===== src/rtl/core/ntd_pkg.sv =====
// Package for the number-to-text formatter: mode codes, command and status
// structs between controller and datapath, character constants.
// No dependencies.
`timescale 1ns / 1ps
`default_nettype none

package ntd_pkg;

  // Default display width in text columns
  localparam int unsigned TextColumnsDef = 16;

  // Mode codes carried in the kind field
  typedef enum logic [1:0] {
    KIND_UDEC = 2'd0,
    KIND_SDEC = 2'd1,
    KIND_HEX  = 2'd2,
    KIND_BIN  = 2'd3
  } kind_e;

  // Limits
  localparam logic [4:0] MaxCountDec = 5'd10;
  localparam logic [4:0] MaxCountHex = 5'd8;
  localparam logic [4:0] MaxCountBin = 5'd16;
  localparam logic [3:0] MaxLine     = 4'd4;
  localparam int unsigned DecDigits  = 10;
  localparam int unsigned ConvSteps  = 32;

  // ASCII codes
  localparam logic [6:0] CharZero  = 7'h30;
  localparam logic [6:0] CharUpA   = 7'h41;
  localparam logic [6:0] CharPlus  = 7'h2B;
  localparam logic [6:0] CharMinus = 7'h2D;
  localparam logic [6:0] CharNone  = 7'h00;

  // Controller to datapath
  typedef struct packed {
    logic take;        // input side may accept a word
    logic conv_step;   // one shift-and-add-3 step
    logic emit_sign;
    logic emit_digit;
    logic emit_err;
  } ntd_cmd_t;

  // Datapath to controller
  typedef struct packed {
    logic in_valid;
    logic bad;
    logic is_dec;
    logic is_signed;
    logic last_digit;
    logic out_free;
  } ntd_status_t;

  // One digit value (0..15) to its ASCII code
  function automatic logic [6:0] digit_to_ascii(input logic [3:0] d);
    logic [6:0] code;
    if (d < 4'd10) begin
      code = CharZero + {3'b000, d};
    end else begin
      code = CharUpA + {3'b000, d} - 7'd10;
    end
    return code;
  endfunction

endpackage

`default_nettype wire


===== src/rtl/core/ntd_in_if.sv =====
// Input channel of the formatter: valid/ready plus the request word.
// No dependencies.
`timescale 1ns / 1ps
`default_nettype none

interface ntd_in_if;
  logic        valid;
  logic        ready;
  logic [1:0]  kind;
  logic [31:0] number;
  logic [4:0]  digit_count;
  logic [3:0]  text_line;
  logic [4:0]  start_column;

  modport source (output valid, kind, number, digit_count, text_line, start_column,
                  input ready);
  modport sink   (input valid, kind, number, digit_count, text_line, start_column,
                  output ready);
endinterface

`default_nettype wire


===== src/rtl/core/ntd_out_if.sv =====
// Output channel of the formatter: valid/ready plus one character word.
// No dependencies.
`timescale 1ns / 1ps
`default_nettype none

interface ntd_out_if;
  logic       valid;
  logic       ready;
  logic [3:0] out_line;
  logic [4:0] out_column;
  logic [6:0] char_code;
  logic       last;
  logic       status;

  modport source (output valid, out_line, out_column, char_code, last, status,
                  input ready);
  modport sink   (input valid, out_line, out_column, char_code, last, status,
                  output ready);
endinterface

`default_nettype wire


===== src/rtl/core/ntd_ctrl.sv =====
// Controller of the formatter: sequences check, binary-to-BCD steps and
// character emission. Depends on ntd_pkg.
`timescale 1ns / 1ps
`default_nettype none

module ntd_ctrl import ntd_pkg::*; (
  input  wire logic        clk_i,
  input  wire logic        rst_ni,
  input  wire ntd_status_t status_i,
  output ntd_cmd_t         cmd_o
);

  typedef enum logic [5:0] {
    S_IDLE  = 6'b000001,
    S_PREP  = 6'b000010,
    S_CONV  = 6'b000100,
    S_SIGN  = 6'b001000,
    S_DIGIT = 6'b010000,
    S_ERR   = 6'b100000
  } state_e;

  localparam int unsigned StepW = $clog2(ConvSteps);
  localparam logic [StepW-1:0] StepLast = StepW'(ConvSteps - 1);
  localparam logic [StepW-1:0] StepOne  = StepW'(1);

  state_e state_q, state_d;
  logic [StepW-1:0] step_q, step_d;

  // Next state and commands
  always_comb begin
    state_d = state_q;
    step_d  = step_q;
    cmd_o   = '0;
    unique case (state_q)
      S_IDLE: begin
        cmd_o.take = 1'b1;
        if (status_i.in_valid) state_d = S_PREP;
      end
      S_PREP: begin
        step_d = '0;
        if (status_i.bad) begin
          state_d = S_ERR;
        end else if (status_i.is_dec) begin
          state_d = S_CONV;
        end else begin
          state_d = S_DIGIT;
        end
      end
      S_CONV: begin
        cmd_o.conv_step = 1'b1;
        step_d = step_q + StepOne;
        if (step_q == StepLast) begin
          state_d = status_i.is_signed ? S_SIGN : S_DIGIT;
        end
      end
      S_SIGN: begin
        if (status_i.out_free) begin
          cmd_o.emit_sign = 1'b1;
          state_d = S_DIGIT;
        end
      end
      S_DIGIT: begin
        if (status_i.out_free) begin
          cmd_o.emit_digit = 1'b1;
          if (status_i.last_digit) state_d = S_IDLE;
        end
      end
      S_ERR: begin
        if (status_i.out_free) begin
          cmd_o.emit_err = 1'b1;
          state_d = S_IDLE;
        end
      end
      default: state_d = S_IDLE;
    endcase
  end

  always_ff @(posedge clk_i or negedge rst_ni) begin
    if (!rst_ni) begin
      state_q <= S_IDLE;
      step_q  <= '0;
    end else begin
      state_q <= state_d;
      step_q  <= step_d;
    end
  end

`ifndef SYNTHESIS
  // A sign character only follows a finished conversion
  assert property (@(posedge clk_i) disable iff (!rst_ni)
    (state_q == S_SIGN) |-> ($past(state_q) == S_CONV || $past(state_q) == S_SIGN))
    else $error("sign state entered without conversion");

  // Conversion always starts from a cleared step count, so it runs the full step count before leaving
  assert property (@(posedge clk_i) disable iff (!rst_ni)
    (state_q == S_CONV && $past(state_q) != S_CONV) |-> (step_q == '0))
    else $error("conversion started with stale step count");

  // Error path never goes through conversion
  assert property (@(posedge clk_i) disable iff (!rst_ni)
    (state_q == S_CONV) |-> !status_i.bad)
    else $error("conversion on a rejected request");
`endif

endmodule

`default_nettype wire


===== src/rtl/core/ntd_datapath.sv =====
// Datapath of the formatter: request registers, parameter check, BCD
// conversion, digit selection and output register. Depends on ntd_pkg and
// the channel interfaces.
`timescale 1ns / 1ps
`default_nettype none

module ntd_datapath import ntd_pkg::*; #(
  parameter int unsigned TEXT_COLUMNS = TextColumnsDef
) (
  input  wire logic    clk_i,
  input  wire logic    rst_ni,
  ntd_in_if.sink       in_i,
  ntd_out_if.source    out_o,
  input  wire ntd_cmd_t cmd_i,
  output ntd_status_t  status_o
);

  kind_e       kind_q;
  logic [31:0] mag_q;
  logic [3:0]  bcd_q [DecDigits];
  logic [4:0]  idx_q;
  logic [4:0]  col_q;
  logic [3:0]  line_q;
  logic        neg_q;
  logic        bad_q;

  logic        out_valid_q;
  logic [3:0]  out_line_q;
  logic [4:0]  out_col_q;
  logic [6:0]  out_char_q;
  logic        out_last_q;
  logic        out_status_q;

  logic        load;
  logic        out_free;
  kind_e       in_kind;
  logic [4:0]  max_count;
  logic [6:0]  col_end;
  logic        bad_in;
  logic [31:0] mag_in;
  logic [3:0]  adj [DecDigits];
  logic [3:0]  digit;

  assign load     = in_i.valid & cmd_i.take;
  assign out_free = !out_valid_q || out_o.ready;
  assign in_i.ready = cmd_i.take;
  assign in_kind  = kind_e'(in_i.kind);

  // Parameter check on the incoming word
  always_comb begin
    unique case (in_kind)
      KIND_UDEC, KIND_SDEC: max_count = MaxCountDec;
      KIND_HEX:             max_count = MaxCountHex;
      default:              max_count = MaxCountBin;
    endcase
    col_end = {2'b00, in_i.start_column} + {2'b00, in_i.digit_count}
            + {6'd0, in_kind == KIND_SDEC};
    bad_in = (in_i.digit_count == 5'd0) || (in_i.digit_count > max_count)
          || (col_end > 7'(TEXT_COLUMNS))
          || (in_i.text_line == 4'd0) || (in_i.text_line > MaxLine)
          || (in_i.start_column == 5'd0);
  end

  // Two's complement magnitude in signed mode; -2^31 maps to 2^31 naturally
  assign mag_in = (in_kind == KIND_SDEC && in_i.number[31]) ? (~in_i.number + 32'd1)
                                                            : in_i.number;

  // Add-3 correction on every BCD digit
  always_comb begin
    for (int j = 0; j < DecDigits; j++) begin
      adj[j] = (bcd_q[j] >= 4'd5) ? bcd_q[j] + 4'd3 : bcd_q[j];
    end
  end

  // Digit at the current index, by mode
  always_comb begin
    unique case (kind_q)
      KIND_UDEC, KIND_SDEC: digit = bcd_q[idx_q[3:0]];
      KIND_HEX:             digit = mag_q[{idx_q[2:0], 2'b00} +: 4];
      default:              digit = {3'b000, mag_q[idx_q[3:0]]};
    endcase
  end

  // Request registers and conversion
  always_ff @(posedge clk_i) begin
    if (load) begin
      kind_q <= in_kind;
      mag_q  <= mag_in;
      idx_q  <= in_i.digit_count - 5'd1;
      col_q  <= in_i.start_column;
      line_q <= in_i.text_line;
      neg_q  <= in_i.number[31];
      bad_q  <= bad_in;
      for (int j = 0; j < DecDigits; j++) bcd_q[j] <= 4'd0;
    end else if (cmd_i.conv_step) begin
      mag_q    <= {mag_q[30:0], 1'b0};
      bcd_q[0] <= {adj[0][2:0], mag_q[31]};
      for (int j = 1; j < DecDigits; j++) bcd_q[j] <= {adj[j][2:0], adj[j-1][3]};
    end else if (cmd_i.emit_sign) begin
      col_q <= col_q + 5'd1;
    end else if (cmd_i.emit_digit) begin
      col_q <= col_q + 5'd1;
      idx_q <= idx_q - 5'd1;
    end
  end

  // Output register: control
  always_ff @(posedge clk_i or negedge rst_ni) begin
    if (!rst_ni) begin
      out_valid_q <= 1'b0;
    end else if (cmd_i.emit_sign || cmd_i.emit_digit || cmd_i.emit_err) begin
      out_valid_q <= 1'b1;
    end else if (out_o.ready) begin
      out_valid_q <= 1'b0;
    end
  end

  // Output register: payload
  always_ff @(posedge clk_i) begin
    if (cmd_i.emit_sign) begin
      out_line_q   <= line_q;
      out_col_q    <= col_q;
      out_char_q   <= neg_q ? CharMinus : CharPlus;
      out_last_q   <= 1'b0;
      out_status_q <= 1'b0;
    end else if (cmd_i.emit_digit) begin
      out_line_q   <= line_q;
      out_col_q    <= col_q;
      out_char_q   <= digit_to_ascii(digit);
      out_last_q   <= (idx_q == 5'd0);
      out_status_q <= 1'b0;
    end else if (cmd_i.emit_err) begin
      out_line_q   <= line_q;
      out_col_q    <= col_q;
      out_char_q   <= CharNone;
      out_last_q   <= 1'b1;
      out_status_q <= 1'b1;
    end
  end

  assign out_o.valid      = out_valid_q;
  assign out_o.out_line   = out_line_q;
  assign out_o.out_column = out_col_q;
  assign out_o.char_code  = out_char_q;
  assign out_o.last       = out_last_q;
  assign out_o.status     = out_status_q;

  assign status_o.in_valid   = in_i.valid;
  assign status_o.bad        = bad_q;
  assign status_o.is_dec     = (kind_q == KIND_UDEC) || (kind_q == KIND_SDEC);
  assign status_o.is_signed  = (kind_q == KIND_SDEC);
  assign status_o.last_digit = (idx_q == 5'd0);
  assign status_o.out_free   = out_free;

`ifndef SYNTHESIS
  // At most one character source per cycle
  assert property (@(posedge clk_i) disable iff (!rst_ni)
    $onehot0({cmd_i.emit_sign, cmd_i.emit_digit, cmd_i.emit_err}))
    else $error("more than one emit command");

  // Never overwrite a word the sink has not taken
  assert property (@(posedge clk_i) disable iff (!rst_ni)
    (cmd_i.emit_sign || cmd_i.emit_digit || cmd_i.emit_err) |-> out_free)
    else $error("output register overwritten");

  // Decimal digit index stays inside the BCD register
  assert property (@(posedge clk_i) disable iff (!rst_ni)
    (cmd_i.emit_digit && (kind_q == KIND_UDEC || kind_q == KIND_SDEC)) |-> (idx_q < 5'd10))
    else $error("decimal digit index out of range");

  // An error word is a lone last word with a null character
  assert property (@(posedge clk_i) disable iff (!rst_ni)
    (out_valid_q && out_status_q) |-> (out_last_q && out_char_q == CharNone))
    else $error("malformed error word");
`endif

endmodule

`default_nettype wire


===== src/rtl/core/number_to_text_digits.sv =====
// Number-to-text formatter, top level: request in, one ASCII character per
// output word. Depends on ntd_pkg, ntd_in_if, ntd_out_if, ntd_ctrl, ntd_datapath.
//
// Each accepted request (mode, 32-bit number, digit count, line, first column)
// yields its characters most significant first, one word per cycle while the
// sink is ready, each tagged with line and column; the last one carries last.
// A rejected request yields a single word with status 1 and character 0.
// The block takes one request at a time. The request is accepted and then
// checked; decimal modes then run a 32-step shift-and-add-3 binary-to-BCD
// conversion, one bit per cycle, before the characters are emitted, while
// hex and binary modes emit them right after the check. A request yields at
// most 15 characters. The next request is accepted as soon as the last
// character has entered the output register.
`timescale 1ns / 1ps
`default_nettype none

module number_to_text_digits import ntd_pkg::*; #(
  parameter int unsigned TEXT_COLUMNS = TextColumnsDef
) (
  input  wire logic clk_i,
  input  wire logic rst_ni,
  ntd_in_if.sink    in_i,
  ntd_out_if.source out_o
);

  ntd_cmd_t    cmd;
  ntd_status_t status;

  ntd_ctrl u_ctrl (
    .clk_i    (clk_i),
    .rst_ni   (rst_ni),
    .status_i (status),
    .cmd_o    (cmd)
  );

  ntd_datapath #(
    .TEXT_COLUMNS (TEXT_COLUMNS)
  ) u_datapath (
    .clk_i    (clk_i),
    .rst_ni   (rst_ni),
    .in_i     (in_i),
    .out_o    (out_o),
    .cmd_i    (cmd),
    .status_o (status)
  );

endmodule

`default_nettype wire

===== src/flat_wrapper.sv =====
// flat-port wrapper written by rule: the top's interface ports become plain ports
module number_to_text_digits_flat import ntd_pkg::*;
#(
  parameter int unsigned TEXT_COLUMNS = TextColumnsDef
)
  (clk_i, rst_ni, in_i_valid, in_i_kind, in_i_number, in_i_digit_count, in_i_text_line, in_i_start_column, in_i_ready, out_o_valid, out_o_out_line, out_o_out_column, out_o_char_code, out_o_last, out_o_status, out_o_ready);
  ntd_in_if in_i_i ();
  ntd_out_if out_o_i ();
  input  wire logic clk_i;
  input  wire logic rst_ni;
  input wire logic [$bits(in_i_i.valid)-1:0] in_i_valid;
  input wire logic [$bits(in_i_i.kind)-1:0] in_i_kind;
  input wire logic [$bits(in_i_i.number)-1:0] in_i_number;
  input wire logic [$bits(in_i_i.digit_count)-1:0] in_i_digit_count;
  input wire logic [$bits(in_i_i.text_line)-1:0] in_i_text_line;
  input wire logic [$bits(in_i_i.start_column)-1:0] in_i_start_column;
  output wire logic [$bits(in_i_i.ready)-1:0] in_i_ready;
  output wire logic [$bits(out_o_i.valid)-1:0] out_o_valid;
  output wire logic [$bits(out_o_i.out_line)-1:0] out_o_out_line;
  output wire logic [$bits(out_o_i.out_column)-1:0] out_o_out_column;
  output wire logic [$bits(out_o_i.char_code)-1:0] out_o_char_code;
  output wire logic [$bits(out_o_i.last)-1:0] out_o_last;
  output wire logic [$bits(out_o_i.status)-1:0] out_o_status;
  input wire logic [$bits(out_o_i.ready)-1:0] out_o_ready;
  assign in_i_i.valid = in_i_valid;
  assign in_i_i.kind = in_i_kind;
  assign in_i_i.number = in_i_number;
  assign in_i_i.digit_count = in_i_digit_count;
  assign in_i_i.text_line = in_i_text_line;
  assign in_i_i.start_column = in_i_start_column;
  assign in_i_ready = in_i_i.ready;
  assign out_o_valid = out_o_i.valid;
  assign out_o_out_line = out_o_i.out_line;
  assign out_o_out_column = out_o_i.out_column;
  assign out_o_char_code = out_o_i.char_code;
  assign out_o_last = out_o_i.last;
  assign out_o_status = out_o_i.status;
  assign out_o_i.ready = out_o_ready;
  number_to_text_digits #(.TEXT_COLUMNS(TEXT_COLUMNS)) u_core (.clk_i(clk_i), .rst_ni(rst_ni), .in_i(in_i_i), .out_o(out_o_i));
endmodule

===== config.mk =====
export PLATFORM = sky130hd
export DESIGN_NAME = number_to_text_digits_flat
export DESIGN_NICKNAME = d
export VERILOG_FILES = /design/src/rtl/core/ntd_pkg.sv /design/src/rtl/core/ntd_in_if.sv /design/src/rtl/core/ntd_out_if.sv /design/src/rtl/core/ntd_ctrl.sv /design/src/rtl/core/ntd_datapath.sv /design/src/rtl/core/number_to_text_digits.sv /design/src/flat_wrapper.sv
export SDC_FILE = /design/constraint.sdc
export NUM_CORES = 1
export LEC_CHECK = 0
export BUFFER_PORTS_ARGS = -buffer_cell sky130_fd_sc_hd__buf_2
export CAP_MARGIN = 40
export CORE_ASPECT_RATIO = 1.2
export CORE_MARGIN = 2
export CORE_UTILIZATION = 45
export DETAILED_ROUTE_END_ITERATION = 16
export HOLD_SLACK_MARGIN = 0.12
export PLACE_DENSITY = 0.66
export RECOVER_POWER = 25
export SKIP_CTS_REPAIR_TIMING = 1
export SLEW_MARGIN = 25
export SYNTH_ARGS = -nofsm -noshare
export SYNTH_HDL_FRONTEND = slang
export SYNTH_SLANG_ARGS = --single-unit

===== constraint.sdc =====
create_clock -name clk_i -period 3.2 [get_ports clk_i]
set_clock_uncertainty 0.1 [all_clocks]
set_input_delay 0.16 -clock clk_i [delete_from_list [all_inputs] [get_ports clk_i]]
set_output_delay 0.16 -clock clk_i [all_outputs]
set_load 0.01 [all_outputs]

==> results.sh <==
export IMPL_critPathMaxFanout=4
export IMPL_fin_setup_tns_ns=0
export IMPL_ys_async_sr_fraction=0.09677
export IMPL_postSynthCellCount=730
export IMPL_cts_path_max_buffers=2
export IMPL_diodes=0
export IMPL_gp_congestion=0.8293
export IMPL_slowest_delay_ns=0.55
export IMPL_row_count=52
export IMPL_ir_drop_v=0.0004593
export IMPL_synth_fp_nets=817
export IMPL_crit_type="input port to flop"
export IMPL_cts_tree="done"
export IMPL_antenna_found_initial=0
export IMPL_hold_viol_final=0
export IMPL_ys_warn_count=0
export IMPL_first_pass_iters=5
export IMPL_hpwlAfterDp_mm=11.64
export IMPL_initial_utilization=0.4556
export IMPL_r2r_start="u_core.u_datapath.idx_q[0]$_DFFE_PP_"
export IMPL_leakagePower_uw=0.003500
export IMPL_status="finished, final reports clean"
export IMPL_cap_violations=0
export IMPL_dp_cells=999
export IMPL_maxSlewViolCount=0
export IMPL_area_growth_synth_to_final_pct=19.10
export IMPL_final_antenna_net_count=0
export IMPL_stdcell_count=1065
export IMPL_port_buffers=71
export IMPL_die_w_microns=122.8
export IMPL_setup_ws_ns=0.2073
export IMPL_vias_per_cell=5.357
export IMPL_cp_start_kind="input port"
export IMPL_clock_latency_ns=0.41
export IMPL_pre_cts_ws_ns=0.4365
export IMPL_synth_edf_count=106
export IMPL_grt_max_degree=73
export IMPL_drt_iter0_drc=461
export IMPL_ff2ff_setup_slack_ns=0.46
export IMPL_whs_ns=0.06047
export IMPL_r2r_end="u_core.u_datapath.out_o.char_code[2]$_DFFE_PP_"
export IMPL_synth_cell_types=66
export IMPL_crit_arrival_ns=3.05
export IMPL_grt_first_pass_wirelength_mm=26.28
export IMPL_drc=0
export IMPL_ys_seq_elements=124
export IMPL_final_common_cell="edfxtp_1"
export IMPL_worstHoldEndpoint="u_core.u_datapath.col_q[0]$_DFFE_PP_"
export IMPL_cp_cell_sequence="dlygate4sd3_1, clkbuf_1, nor2b_1, fa_1, fa_1, xor2_1, nor3_1, a2bb2oi_1, a211oi_1, a211oi_1, a2111o_1"
export IMPL_h_tree_depth=4
export IMPL_hold_start="in_i_start_column[0]"
export IMPL_cp_slowest_cell="dlygate4sd3_1"
export IMPL_syn_area_sq_um=7617
export IMPL_routed_wl_mm=16.32
export IMPL_worstHoldPathCells=3
export IMPL_hold_class="input port to flop"
export IMPL_vias=5705
export IMPL_fin_crit_sh=0.9352
export IMPL_r2r_cells=9
export IMPL_clockRootBuffer="clkbuf_16"
export IMPL_grt_usage=0.1842
export IMPL_grt_setup_unrepaired="false"
export IMPL_setup_viol=0
export IMPL_slew_headroom=0.3455
export IMPL_grt_pass1_vias=5186
export IMPL_layout_nets=923
export IMPL_crit_required_ns=3.25
export IMPL_cts_made_buffers=17
export IMPL_wl_per_cell_microns=15.32
export IMPL_powerDensity_nw_per_um2=757.6
export IMPL_dieArea_sq_um=17990
export IMPL_synth_flop_cell="edfxtp_1"
export IMPL_end_kind="flop"
export IMPL_max_freq_mhz=334.1
export IMPL_core_area_sq_um=16720
export IMPL_tightest_slew_ns=0.9818
export IMPL_ys_seq_area_frac=0.4732
export IMPL_clk_pin_slew_ns=0.06
export IMPL_clock_sinks=124
export IMPL_fillers=1450
export IMPL_period_needed_ns=2.993
export IMPL_final_cell_mix="edfxtp_1 (106), nor2_1 (80), nand2_1 (77), a21oi_1 (59), o21ai_0 (57)"
export IMPL_ios=72
export IMPL_die_h_microns=146.5
export IMPL_grt_ovfl_total=0
export IMPL_drive_gt1_frac=0.1449
export IMPL_avgSynthCellArea_sq_um=10.43
-- layout make-up --
cell class / instances / area, sq um / area share
multi-input cells: 542 / 3747 / 0.4130
flip-flops and latches: 124 / 3605 / 0.3973
repair buffers: 114 / 738.2 / 0.08137
clock buffers: 27 / 546.8 / 0.06027
well taps: 216 / 270.3 / 0.02979
inverters: 37 / 138.9 / 0.01531
clock inverters: 5 / 26.28 / 0.002896
-- report_power, final --
part	total (uW)	switching [uW]	internal, uW
clock	1830	668	1170
sequential	2850	477	2370
combinational	2190	1170	1020
total	6870	2320	4550
-- cells by family after synthesis --
| family | synth area share |
|---|---|
| XOR/XNOR | 0.05749 |
| AO/OA/AOI/OAI | 0.1278 |
| flip-flops | 0.4732 |
| multiplexers | 0.08311 |
| adder cells (fa/ha/maj) | 0.05946 |
| AND/OR/NAND/NOR | 0.1638 |
| buffers and inverters | 0.03515 |
-- synthesized netlist by cell type (16+ instances only) --
master    count  area, sq um
edfxtp_1    106         3183
nor2_1       80        300.3
nand2_1      78        292.8
a21oi_1      59        295.3
o21ai_0      57        285.3
inv_1        37        138.9
ha_1         33        412.9
xnor2_1      28        245.2
xor2_1       22        192.7
clkbuf_1     19        71.32
mux4_2       19        427.9
mux2i_1      16        160.2
-- sequential cells by signal, summed over array words and instances, names as in the netlist, 4 cells and up, named ones only --
| name | count |
|---|---|
| u_core.u_datapath.out_o.out_line | 4 |
| u_core.u_datapath.mag_q | 32 |
| u_core.u_datapath.bcd_q | 40 |
| u_core.u_datapath.line_q | 4 |
| u_core.u_datapath.idx_q | 5 |
| u_core.u_datapath.out_o.out_column | 5 |
| u_core.u_datapath.col_q | 5 |
| u_core.u_ctrl.step_q | 5 |
| u_core.u_ctrl.state_q | 6 |
| u_core.u_datapath.out_o.char_code | 7 |
-- critical path: cells and delay by family --
| family | cells | cell delay [ns] |
|---|---|---|
| AND/OR/NAND/NOR | 2 | 0.45 |
| XOR/XNOR | 1 | 0.17 |
| adder cells (fa/ha/maj) | 2 | 0.86 |
| AO/OA/AOI/OAI | 4 | 0.72 |
| buffers and inverters | 2 | 0.67 |
-- worst max path at each step --
| stage | end | startpoint | cells after the start | slack, ns |
|---|---|---|---|---|
| floorplan | u_core.u_datapath.bcd_q[0][0]$_SDFFCE_PN0P_ | u_core.u_ctrl.state_q[3]$_DFFE_PN0P_ | 8 | 0.22 |
| global placement | u_core.u_datapath.out_o.char_code[2]$_DFFE_PP_ | u_core.u_datapath.idx_q[0]$_DFFE_PP_ | 9 | 0.47 |
| detailed placement | u_core.u_datapath.bad_q$_DFFE_PP_ | in_i_kind[0] | 10 | 0.44 |
| CTS | u_core.u_datapath.out_o.char_code[2]$_DFFE_PP_ | u_core.u_datapath.idx_q[0]$_DFFE_PP_ | 9 | 0.45 |
| global route | u_core.u_datapath.bad_q$_DFFE_PP_ | in_i_kind[0] | 10 | 0.09 |
| finish | u_core.u_datapath.bad_q$_DFFE_PP_ | in_i_kind[0] | 11 | 0.21 |
-- through the flow --
stage	utilization	instance area [sq um]	total power (uW)
after detailed placement	0.4906	8203	5051
after CTS	0.5248	8776	6895
final	0.5426	9072	6874
after floorplan	-	7620	4442
after global routing	0.5426	9072	7324
after global placement	0.4906	8203	5002
-- layer usage --
metal  up-vias  wire (microns)  track usage  share of wire
met5         -               0            0              0
met4         0             250      0.05805          0.015
met3        15             636      0.03828          0.039
li1       2874               -            -              -
met1      2684            7547       0.2608           0.46
met2       132            7880       0.2831           0.48
No activity file was read; power rests on OpenSTA's default activity.
